$ cat src/rtl/wsa_pkg.sv
// Shared constants for the windowed sample average block.
// Parameter defaults and fixed field widths; no dependencies.
package wsa_pkg;

  localparam int WINDOW_CAPACITY_DEF = 16;
  localparam int SAMPLE_WIDTH_DEF    = 16;

  // Count fields and the window length register are five bits wide.
  localparam int COUNT_W             = 5;
  localparam logic [COUNT_W-1:0] WINDOW_RESET_LENGTH = 5'd10;

  // Register byte address bit that selects the register index.
  localparam logic ADDR_WINDOW_LENGTH = 1'b0;

endpackage

$ cat src/rtl/windowed_sample_average_top.sv
// Windowed sample average: ring store, running sums and a shared divider.
// Depends on wsa_pkg for parameter defaults and field widths.
//
// Usage:
//   Input words arrive on s_tvalid/s_tready/s_tdata, each one sample of
//   (pos_x, pos_y, sample_speed). Every accepted word produces one output
//   word on m_tvalid/m_tready/m_tdata with the count of samples held and the
//   three averages over the window, each truncated toward zero.
//   The window length register (byte address 0 on the APB port) selects how
//   many recent samples are averaged; writing it empties the window. A length
//   of zero acts as one, and a length above the capacity acts as the capacity.
//   Each word passes through a store read and the sum update, then for each
//   of the three averages a load and SAMPLE_WIDTH+5 steps of the radix-2
//   restoring divider, then a completion state. Only one word is processed
//   at a time; a new word is accepted only after the prior result is registered.
//   The result register frees the processing path: if the receiver stalls,
//   the finished word waits in m_tdata and the block still accepts one more
//   word, then holds that word's result until the register empties.
//   Reset empties the window and sets the length to 10; the store itself is
//   not cleared, since an entry is only read back after it has been written.
module windowed_sample_average_top #(
  parameter int WINDOW_CAPACITY = wsa_pkg::WINDOW_CAPACITY_DEF,
  parameter int SAMPLE_WIDTH    = wsa_pkg::SAMPLE_WIDTH_DEF,
  localparam int IN_W  = ((3 * SAMPLE_WIDTH + 7) / 8) * 8,
  localparam int OUT_W = ((3 * SAMPLE_WIDTH + wsa_pkg::COUNT_W + 7) / 8) * 8
) (
  input  logic             clk,
  input  logic             rst,
  input  logic             s_tvalid,
  output logic             s_tready,
  // Fields from bit 0 up: pos_x, pos_y, sample_speed.
  input  logic [IN_W-1:0]  s_tdata,
  output logic             m_tvalid,
  input  logic             m_tready,
  // Fields from bit 0 up: sample_count, avg_x, avg_y, avg_speed, zero fill.
  output logic [OUT_W-1:0] m_tdata,
  input  logic             psel,
  input  logic             penable,
  input  logic             pwrite,
  input  logic [2:0]       paddr,
  input  logic [31:0]      pwdata,
  output logic [31:0]      prdata,
  output logic             pready
);

  localparam int SW      = SAMPLE_WIDTH;
  localparam int CW      = wsa_pkg::COUNT_W;
  localparam int SUM_W   = SW + CW;
  localparam int REM_W   = CW + 1;
  localparam int SLOT_W  = $clog2(WINDOW_CAPACITY);
  localparam int LW      = (SLOT_W + 1 > CW) ? SLOT_W + 1 : CW;
  localparam int STEP_W  = $clog2(SUM_W);
  localparam int ENTRY_W = 3 * SW;

  localparam logic [2:0] ST_IDLE = 3'd0;
  localparam logic [2:0] ST_READ = 3'd1;
  localparam logic [2:0] ST_UPD  = 3'd2;
  localparam logic [2:0] ST_LOAD = 3'd3;
  localparam logic [2:0] ST_DIV  = 3'd4;
  localparam logic [2:0] ST_DONE = 3'd5;

  localparam logic [1:0] COMP_X     = 2'd0;
  localparam logic [1:0] COMP_Y     = 2'd1;
  localparam logic [1:0] COMP_SPEED = 2'd2;

  logic [2:0]               state;
  logic [CW-1:0]            window_length;
  logic [SLOT_W-1:0]        write_slot;
  logic [CW-1:0]            fill_count;
  logic signed [SUM_W-1:0]  sum_x;
  logic signed [SUM_W-1:0]  sum_y;
  logic signed [SUM_W-1:0]  sum_speed;
  logic [1:0]               comp;
  logic [STEP_W-1:0]        step;

  logic signed [SW-1:0]     in_x;
  logic signed [SW-1:0]     in_y;
  logic signed [SW-1:0]     in_s;
  logic [SLOT_W-1:0]        cur_slot;
  logic [ENTRY_W-1:0]       rd_data;
  logic [ENTRY_W-1:0]       store [WINDOW_CAPACITY];
  logic [REM_W-1:0]         div_rem;
  logic [SUM_W-1:0]         div_quo;
  logic                     div_neg;
  logic [SW-1:0]            avg_x;
  logic [SW-1:0]            avg_y;
  logic [SW-1:0]            avg_s;
  logic [CW-1:0]            out_count;
  logic [SW-1:0]            out_x;
  logic [SW-1:0]            out_y;
  logic [SW-1:0]            out_s;

  logic [LW-1:0]            eff_len;
  logic [LW-1:0]            wl_ext;
  logic [LW-1:0]            slot_inc;
  logic [SLOT_W-1:0]        slot_wrap_next;
  logic [SLOT_W-1:0]        start_slot;
  logic                     window_full;
  logic                     cfg_we;
  logic signed [SW-1:0]     old_x;
  logic signed [SW-1:0]     old_y;
  logic signed [SW-1:0]     old_s;
  logic signed [SUM_W-1:0]  sel_sum;
  logic [SUM_W-1:0]         sel_mag;
  logic [REM_W-1:0]         rem_sh;
  logic                     div_ge;
  logic [REM_W-1:0]         rem_next;
  logic [SUM_W-1:0]         quo_next;
  logic [SUM_W-1:0]         quo_signed;
  logic                     out_free;

  // Effective window length: zero acts as one, saturate at the capacity.
  assign wl_ext = LW'(window_length);
  always_comb begin
    priority if (window_length == '0) begin
      eff_len = LW'(1);
    end else if (wl_ext > LW'(WINDOW_CAPACITY)) begin
      eff_len = LW'(WINDOW_CAPACITY);
    end else begin
      eff_len = wl_ext;
    end
  end

  // A shortened window may leave the write slot beyond its end.
  assign start_slot     = (LW'(write_slot) >= eff_len) ? '0 : write_slot;
  assign slot_inc       = LW'(cur_slot) + LW'(1);
  assign slot_wrap_next = (slot_inc >= eff_len) ? '0 : slot_inc[SLOT_W-1:0];
  assign window_full    = LW'(fill_count) >= eff_len;

  assign old_x = rd_data[SW-1:0];
  assign old_y = rd_data[2*SW-1:SW];
  assign old_s = rd_data[3*SW-1:2*SW];

  assign cfg_we  = psel && penable && pwrite && pready
                   && (paddr[2] == wsa_pkg::ADDR_WINDOW_LENGTH);
  assign pready  = 1'b1;
  assign prdata  = (paddr[2] == wsa_pkg::ADDR_WINDOW_LENGTH)
                   ? {{(32 - CW){1'b0}}, window_length} : '0;

  assign s_tready = (state == ST_IDLE);
  assign out_free = !m_tvalid || m_tready;
  assign m_tdata  = {{(OUT_W - 3 * SW - CW){1'b0}}, out_s, out_y, out_x, out_count};

  // Divider operand selection and one restoring step on the magnitude.
  always_comb begin
    unique case (comp)
      COMP_X:  sel_sum = sum_x;
      COMP_Y:  sel_sum = sum_y;
      default: sel_sum = sum_speed;
    endcase
  end
  assign sel_mag    = sel_sum[SUM_W-1] ? SUM_W'(-sel_sum) : SUM_W'(sel_sum);
  assign rem_sh     = {div_rem[REM_W-2:0], div_quo[SUM_W-1]};
  assign div_ge     = rem_sh >= {1'b0, fill_count};
  assign rem_next   = div_ge ? rem_sh - {1'b0, fill_count} : rem_sh;
  assign quo_next   = {div_quo[SUM_W-2:0], div_ge};
  assign quo_signed = div_neg ? SUM_W'(-quo_next) : quo_next;

  // Sample store, written and read in one clocked block.
  always_ff @(posedge clk) begin
    if (state == ST_UPD) begin
      store[cur_slot] <= {in_s, in_y, in_x};
    end
    rd_data <= store[cur_slot];
  end

  // Control state and window bookkeeping.
  always_ff @(posedge clk) begin
    if (rst) begin
      state         <= ST_IDLE;
      window_length <= wsa_pkg::WINDOW_RESET_LENGTH;
      write_slot    <= '0;
      fill_count    <= '0;
      sum_x         <= '0;
      sum_y         <= '0;
      sum_speed     <= '0;
      comp          <= COMP_X;
      step          <= '0;
      m_tvalid      <= 1'b0;
    end else begin
      if (state == ST_DONE && out_free) begin
        m_tvalid <= 1'b1;
      end else if (m_tready) begin
        m_tvalid <= 1'b0;
      end
      if (cfg_we) begin
        window_length <= pwdata[CW-1:0];
        write_slot    <= '0;
        fill_count    <= '0;
        sum_x         <= '0;
        sum_y         <= '0;
        sum_speed     <= '0;
      end
      unique case (state)
        ST_IDLE: begin
          if (s_tvalid) begin
            state <= ST_READ;
          end
        end
        ST_READ: begin
          state <= ST_UPD;
        end
        ST_UPD: begin
          if (window_full) begin
            sum_x     <= sum_x + SUM_W'(in_x) - SUM_W'(old_x);
            sum_y     <= sum_y + SUM_W'(in_y) - SUM_W'(old_y);
            sum_speed <= sum_speed + SUM_W'(in_s) - SUM_W'(old_s);
          end else begin
            fill_count <= fill_count + CW'(1);
            sum_x      <= sum_x + SUM_W'(in_x);
            sum_y      <= sum_y + SUM_W'(in_y);
            sum_speed  <= sum_speed + SUM_W'(in_s);
          end
          write_slot <= slot_wrap_next;
          comp       <= COMP_X;
          state      <= ST_LOAD;
        end
        ST_LOAD: begin
          step  <= '0;
          state <= ST_DIV;
        end
        ST_DIV: begin
          step <= step + STEP_W'(1);
          if (step == STEP_W'(SUM_W - 1)) begin
            if (comp == COMP_SPEED) begin
              state <= ST_DONE;
            end else begin
              comp  <= comp + 2'd1;
              state <= ST_LOAD;
            end
          end
        end
        ST_DONE: begin
          if (out_free) begin
            state <= ST_IDLE;
          end
        end
        default: begin
          state <= ST_IDLE;
        end
      endcase
    end
  end

  // Payload registers.
  always_ff @(posedge clk) begin
    if (state == ST_IDLE && s_tvalid) begin
      in_x     <= s_tdata[SW-1:0];
      in_y     <= s_tdata[2*SW-1:SW];
      in_s     <= s_tdata[3*SW-1:2*SW];
      cur_slot <= start_slot;
    end
    if (state == ST_LOAD) begin
      div_neg <= sel_sum[SUM_W-1];
      div_quo <= sel_mag;
      div_rem <= '0;
    end
    if (state == ST_DIV) begin
      div_rem <= rem_next;
      div_quo <= quo_next;
      if (step == STEP_W'(SUM_W - 1)) begin
        unique case (comp)
          COMP_X:  avg_x <= quo_signed[SW-1:0];
          COMP_Y:  avg_y <= quo_signed[SW-1:0];
          default: avg_s <= quo_signed[SW-1:0];
        endcase
      end
    end
    if (state == ST_DONE && out_free) begin
      out_count <= fill_count;
      out_x     <= avg_x;
      out_y     <= avg_y;
      out_s     <= avg_s;
    end
  end

  // The window never holds more samples than its effective length.
  a_fill_in_window: assert property (@(posedge clk) disable iff (rst)
    LW'(fill_count) <= eff_len)
    else $error("fill count exceeds window length");

  // The next write position always lies inside the current window.
  a_slot_in_window: assert property (@(posedge clk) disable iff (rst)
    LW'(write_slot) < eff_len)
    else $error("write slot outside window");

  // A result only appears after the divider has finished all three averages.
  a_result_after_done: assert property (@(posedge clk) disable iff (rst)
    $rose(m_tvalid) |-> $past(state) == ST_DONE)
    else $error("result raised outside completion state");

  // The divisor is never zero while the divider runs.
  a_divisor_nonzero: assert property (@(posedge clk) disable iff (rst)
    state == ST_DIV |-> fill_count != '0)
    else $error("divider running with zero count");

endmodule

$ cat config.mk
export PLATFORM = sky130hd
export DESIGN_NAME = windowed_sample_average_top
export DESIGN_NICKNAME = d
export VERILOG_FILES = /design/src/rtl/wsa_pkg.sv /design/src/rtl/windowed_sample_average_top.sv
export SDC_FILE = /design/constraint.sdc
export NUM_CORES = 1
export LEC_CHECK = 0
export BUFFER_PORTS_ARGS = -buffer_cell sky130_fd_sc_hd__clkbuf_2
export CORE_MARGIN = 2
export CORE_UTILIZATION = 50
export CTS_CLUSTER_DIAMETER = 50
export DETAILED_ROUTE_END_ITERATION = 10
export GPL_TIMING_DRIVEN = 0
export PLACE_DENSITY = 0.67
export SKIP_CTS_REPAIR_TIMING = 1
export SYNTH_ARGS = -nofsm -noshare
export SYNTH_HDL_FRONTEND = slang
export SYNTH_SLANG_ARGS = --single-unit
$ cat constraint.sdc
create_clock -name clk -period 5 [get_ports clk]
set_input_delay 0.25 -clock clk [delete_from_list [all_inputs] [get_ports clk]]
set_output_delay 0.25 -clock clk [all_outputs]
set_load 0.03 [all_outputs]
**Yosys cells after proc, flatten, opt, wreduce, memory -nomap -nowiden**

Memories as Yosys holds them, arrays and structs flattened. A register that Yosys moved wholly into a read port is not among the register bits.
Cells that the tools add are included.

- Bits of input ports: 90
- Memories kept: 1
- Memory bits (writable): 768
- Word-level logic and storage cells: 114
- Register bits: 268
- Output and inout port bits: 91

Memories:

| name | words | width | read ports | clocked after Yosys merged registers in | wr ports | RTL line | source |
|---|---|---|---|---|---|---|---|
| store | 16 | 48 | 1 | 1 | 1 | windowed_sample_average_top.sv:81 | `logic [ENTRY_W-1:0] store [WINDOW_CAPACITY];` |

- Magnitude comparators: 5
- Add/sub/neg operators: 13
- Equal/unequal tests: 12
- Muxes and demuxes: 37
- Reductions and logical operators: 20
- Bitwise gates (word level): 2

Operators by type and width:

| kind | count |
|---|---|
| 21-bit 2-to-1 mux | 10 |
| 21-bit by 16-bit adder with 21-bit output | 3 |
| 21-bit by 16-bit subtractor with 21-bit output | 3 |
| 5-bit 2-to-1 mux | 9 |
| 21-bit case mux with 2 select lines | 1 |
| 21-bit negation | 1 |
| 3-bit case mux with 6 select lines | 1 |
| 16-bit 2-to-1 mux | 1 |
| 16-bit negation | 1 |
| 3-bit AND reduction | 5 |
| 3-bit 2-to-1 mux | 4 |
| 4-bit 2-to-1 mux | 3 |
| 5-bit by 1-bit adder with 5-bit output (second input constant) | 2 |
| 5-bit >= comparator | 2 |
| 5-bit case mux with 2 select lines | 1 |
| 2-bit nonzero test | 4 |
| 3-bit by 2-bit == test with 1-bit output (second input constant) | 2 |
| 3-bit == test (second input constant) | 2 |
| 6-bit by 5-bit >= comparator with 1-bit output | 1 |
| 2-bit inequality test (second input constant) | 3 |
| 4-bit by 1-bit adder with 5-bit output (second input constant) | 1 |
| 5-bit == test (second input constant) | 1 |
| 4-bit by 5-bit >= comparator with 1-bit output | 1 |
| 5-bit > comparator (second input constant) | 1 |
| other kinds (17) | 26 |

**Depth between registers and ports, before layout**

- Depth after elaboration: 6
- Gate-level depth with buffers: 20
- Depth with buffers taken out: 20

**Least setup slack after synthesis**

Ideal clock, no wire load.

- Path kind: register to register
- Start: reg in_s[1]
- End: reg sum_speed[20]
- Data required time: 4.877 ns
- Setup slack: 0.744 ns
- Path buffers: 1
- Arrival: 4.132 ns
- Clock period less this slack: 4.256 ns
- Setup time: 0.123 ns
- Cell stages (with the launch flop): 21
- Path through: edfxtp_1 > ha_1 > a21o_1 > a21oi_1 > o21bai_1 > a21boi_0 > o31a_1 > o21ai_0 > a211oi_1 > nor2_1 > ha_1 > clkbuf_1 > nand2_1 > or3_1 > o221ai_1 > o211ai_1 > o21ai_0 > mux2i_1 > xor2_1 > a21oi_1 > o22ai_1

- Word-level cells in the longest chain between the ends: 4

RTL lines:

| element | RTL line | source |
|---|---|---|
| start, declared | windowed_sample_average_top.sv:78 | `logic signed [SW-1:0] in_s;` |
| start signal, assigned | windowed_sample_average_top.sv:250 | `in_s <= s_tdata[3*SW-1:2*SW];` |
| 21-bit by 16-bit adder with 21-bit output * | windowed_sample_average_top.sv:207, windowed_sample_average_top.sv:212 |  |
| 21-bit by 16-bit subtractor with 21-bit output | windowed_sample_average_top.sv:207 | `sum_speed <= sum_speed + SUM_W'(in_s) - SUM_W'(old_s);` |
| 21-bit 2-to-1 mux * | windowed_sample_average_top.sv:204 | `if (window_full) begin` |
| 21-bit 2-to-1 mux * | windowed_sample_average_top.sv:194 | `unique case (state)` |
| end signal, assigned | windowed_sample_average_top.sv:207 |  |
| end signal, assigned | windowed_sample_average_top.sv:212 | `sum_speed <= sum_speed + SUM_W'(in_s);` |
| end, declared | windowed_sample_average_top.sv:72 | `logic signed [SUM_W-1:0] sum_speed;` |

Mark *: on every way between the ends. The rest lies on a longest branch, timed or not.
A chain may end at the register's enable or synchronous reset.

**Worst setup path in the final report**

- Start: reg cur_slot[1]
- End: reg write_slot[2]

- Word-level cells in the longest chain between the ends: 4

RTL lines:

| element | RTL line | source |
|---|---|---|
| start, declared | windowed_sample_average_top.sv:79 | `logic [SLOT_W-1:0] cur_slot;` |
| start signal, assigned | windowed_sample_average_top.sv:251 | `cur_slot <= start_slot;` |
| 4-bit by 1-bit adder with 5-bit output * | windowed_sample_average_top.sv:126 | `assign slot_inc = LW'(cur_slot) + LW'(1);` |
| 5-bit >= comparator | windowed_sample_average_top.sv:127 | `assign slot_wrap_next = (slot_inc >= eff_len) ? '0 : slot_inc[SLOT_W-1:0];` |
| 4-bit 2-to-1 mux * | windowed_sample_average_top.sv:127 |  |
| 4-bit 2-to-1 mux * | windowed_sample_average_top.sv:194 |  |
| end signal, assigned | windowed_sample_average_top.sv:214 | `write_slot <= slot_wrap_next;` |
| end, declared | windowed_sample_average_top.sv:68 | `logic [SLOT_W-1:0] write_slot;` |

Marked as above.

==> metrics <==
drt wl/cell 25.73 µm; Vias 27197; Setup TNS Final 0 ns; multi-input logic area 14610 µm²; Worst EP arrival 5.41 ns; flops & latches, synth 1084; worst skew pair latency 0.72 ns; share of cells above drive strength 1 0.2059; hold path start rst; maxcap violations 0; type of origin of the critical path flop; Pre-antenna DRT Iters 7; Unique masters post-synth 76; Clock Skew 0.02698 ns; largest family of logic cells by synthesized area multiplexers; core area 92080 µm²; Filler cells 6837; vias in the first global route 27059; CTS tree yes; Non-Filler Instances 4619; Synth Area in XOR/XNOR 0.02555; initial antenna violation count 1; Mapped Area 46620 µm²; Final min period 4.757 ns; Inserted Clock Buffers 116; Yosys warnings 0; normalized max-slew margin 0.01106; CP max stage cell clkbuf_1; number of flops mapped to enable cells by yosys 948; Port Buffers 119; Nets 3523; first-pass GRT wire length 172900 µm; clk buf depth 3; Final ANT Viol Nets 0; Chip Height 309.3 µm; Reg clk slew, reported paths 0.06 ns; Min-Delay Path Class in -> reg; Vias/cell 5.888; status finished clean; ANT cells 0; Max Clk Rate 210.2 MHz; proportion of synthesized area in mux cells 0.1179; placer congestion estimate 0.9182; Site Rows 111; simple-gate share of the synthesized area 0.04925; Die X 309.3 µm; grt total ovfl 0; # placed instances 4301; H-tree levels 3; register area 31190 µm²; pin count of the biggest net entering global routing 43; Starting Density 0.5063; Total Wirelength 118800 µm; clk root buf clkbuf_16; leakage power 19.14 nW; worst reg2reg startpoint cur_slot[1]$_SDFFCE_PP0P_; main flop type after synthesis edfxtp_1; CP dominant cell by count clkbuf_1; Least-Margin Pin Slew 1.483 ns; unrepaired setup endpoints after global routing yes; critical path class reg -> reg; CP startpoint cur_slot[1]$_SDFFCE_PP0P_; WP buf/inv 4; CP cell instances clkbuf_1 > clkbuf_1 > clkbuf_1 > inv_1 > ha_1 > ha_1 > a21oi_1 > nor2b_1 > o21ai_0 > nand2b_1 > a211oi_1 > a22oi_1 > nor2_1; Mean Syn Cell Area 16.13 µm²; io pins 181; Finish-stage setup viols 0; critical path data required time 5.65 ns; DRC Markers 0; Peak VDD IR 0.3296 mV; period utilization 0.9515; Fin. Hold Viols 0; Critical Path Sink Type flop; P&R area growth vs syn 16.79%; register area share after synthesis 0.6691; CP Max Fanout 10; Pwr Density 589.3 nW/µm²; post-DP HPWL 79470 µm; Global Route Usage Sum 0.2489; asr flop ratio synth 0; Cells after Synth 2890; post-synthesis adder-cell area fraction 0.04353; worst hold margin 0.1427 ns; Sinks on Clock Net 1084; delay-heaviest family, CP buffers and inverters; post-synthesis compound-gate area fraction 0.07201; Pins Over Slew Limit 0; Detailed Route Iter0 Violations 2743; Die ar. 95690 µm²; largest stage delay on the critical path 0.80 ns
## layout by cell type, fill, tap and decap left out, types with 104 or more instances in the layout
cell type / count
ha_1: 149
clkbuf_2: 121
nand2_1: 152
a21oi_1: 179
clkbuf_16: 116
inv_1: 109
clkbuf_1: 104
edfxtp_1: 948
dfxtp_1: 136
mux4_2: 240
nor2_1: 153
## registers in the layout, indices dropped and copies added, names as in the netlist, 21 cells and up
register and count:
sum_y 21, sum_speed 21, rd_data 48, div_quo 21
store 768, sum_x 21
## where the power goes
| group | switching [W] | leakage, nW | total [W] | internal (W) |
|---|---|---|---|---|
| sequential | 0.000838 | 9.68 | 0.0121 | 0.0113 |
| clock | 0.00363 | 1.94 | 0.00890 | 0.00528 |
| combinational | 0.00640 | 7.52 | 0.0111 | 0.00467 |
| total | 0.0109 | 19.1 | 0.0321 | 0.0212 |
## cells in the mapped netlist, drive strengths merged (5+ instances only)
cell type | instances | share of area
o21a | 15 | 0.0024
a22oi | 26 | 0.0042
a22o | 22 | 0.0041
nor3 | 31 | 0.0033
nand4 | 7 | 0.00094
a221oi | 5 | 0.00094
clkbuf | 75 | 0.0060
xor2 | 46 | 0.0086
o211ai | 18 | 0.0029
a211oi | 18 | 0.0029
edfxtp | 948 | 0.61
inv | 109 | 0.0088
o31ai | 11 | 0.0019
nor2 | 153 | 0.012
nor2b | 20 | 0.0027
xnor2 | 90 | 0.017
a221o | 5 | 0.0011
ha | 151 | 0.041
o21bai | 23 | 0.0037
nor3b | 6 | 0.00097
and2 | 25 | 0.0034
buf | 62 | 0.0077
mux4 | 240 | 0.12
nand3 | 25 | 0.0027
or3 | 16 | 0.0024
mux2i | 8 | 0.0017
a21oi | 183 | 0.020
o21ai | 98 | 0.011
or2 | 7 | 0.00094
nand2 | 152 | 0.012
and3 | 10 | 0.0013
a222oi | 5 | 0.0011
a21o | 45 | 0.0072
dfxtp | 136 | 0.058
fa | 7 | 0.0030
nand2b | 20 | 0.0027
a31oi | 8 | 0.0011
o41ai | 5 | 0.0014
## layer usage
metal	GRT usage	vias up	wire length (µm)
li1	-	12079	-
met1	0.3400	13897	49470
met2	0.4072	1029	57380
met3	0.03839	192	7982
met4	0.09280	0	3992
met5	0	-	0
## final cells by class
class                   instances  area share
well taps                    1243     0.02857
inverters                     109    0.007515
plain buffers                 136     0.01188
clock inverters                62     0.01577
repair buffers                239     0.03677
flip-flops and latches       1084      0.5729
clock buffers                 157     0.05817
multi-input cells            1589      0.2684
## cells by family (layout without fill, tap and decap cells)
family / Yosys count / count (layout)
AND/OR/NAND/NOR: 491 / 491
multiplexers: 249 / 249
adder cells (fa/ha/maj): 158 / 158
buffers and inverters: 246 / 703
flip-flops: 1084 / 1084
XOR/XNOR: 136 / 136
other: 2 / 31
AO/OA/AOI/OAI: 524 / 524
## final timing paths
| kind | to | cells after the start | slack [ns] |
|---|---|---|---|
| worst max-delay path | write_slot[2]$_SDFFE_PP0P_ | 13 | 0.24 |
| worst min-delay path | sum_y[10]$_SDFFE_PP0P_ | 2 | 0.14 |
| worst max register to register | write_slot[2]$_SDFFE_PP0P_ | 13 | 0.24 |
| worst min register to register | out_x[2]$_DFFE_PP_ | 0 | 0.41 |
## through the flow
stage	area [µm²]	utilization	power (W)	setup slack, ns
after floorplan	46730	-	0.01982	0.7442
after global placement	48880	0.5308	0.02260	-0.6977
after detailed placement	49380	0.5363	0.02294	-0.3481
after CTS	53410	0.5800	0.03187	-0.3578
after global routing	54440	0.5913	0.03367	-0.05544
final	54440	0.5913	0.03208	0.2426
Power figures use the tool's default switching activity.
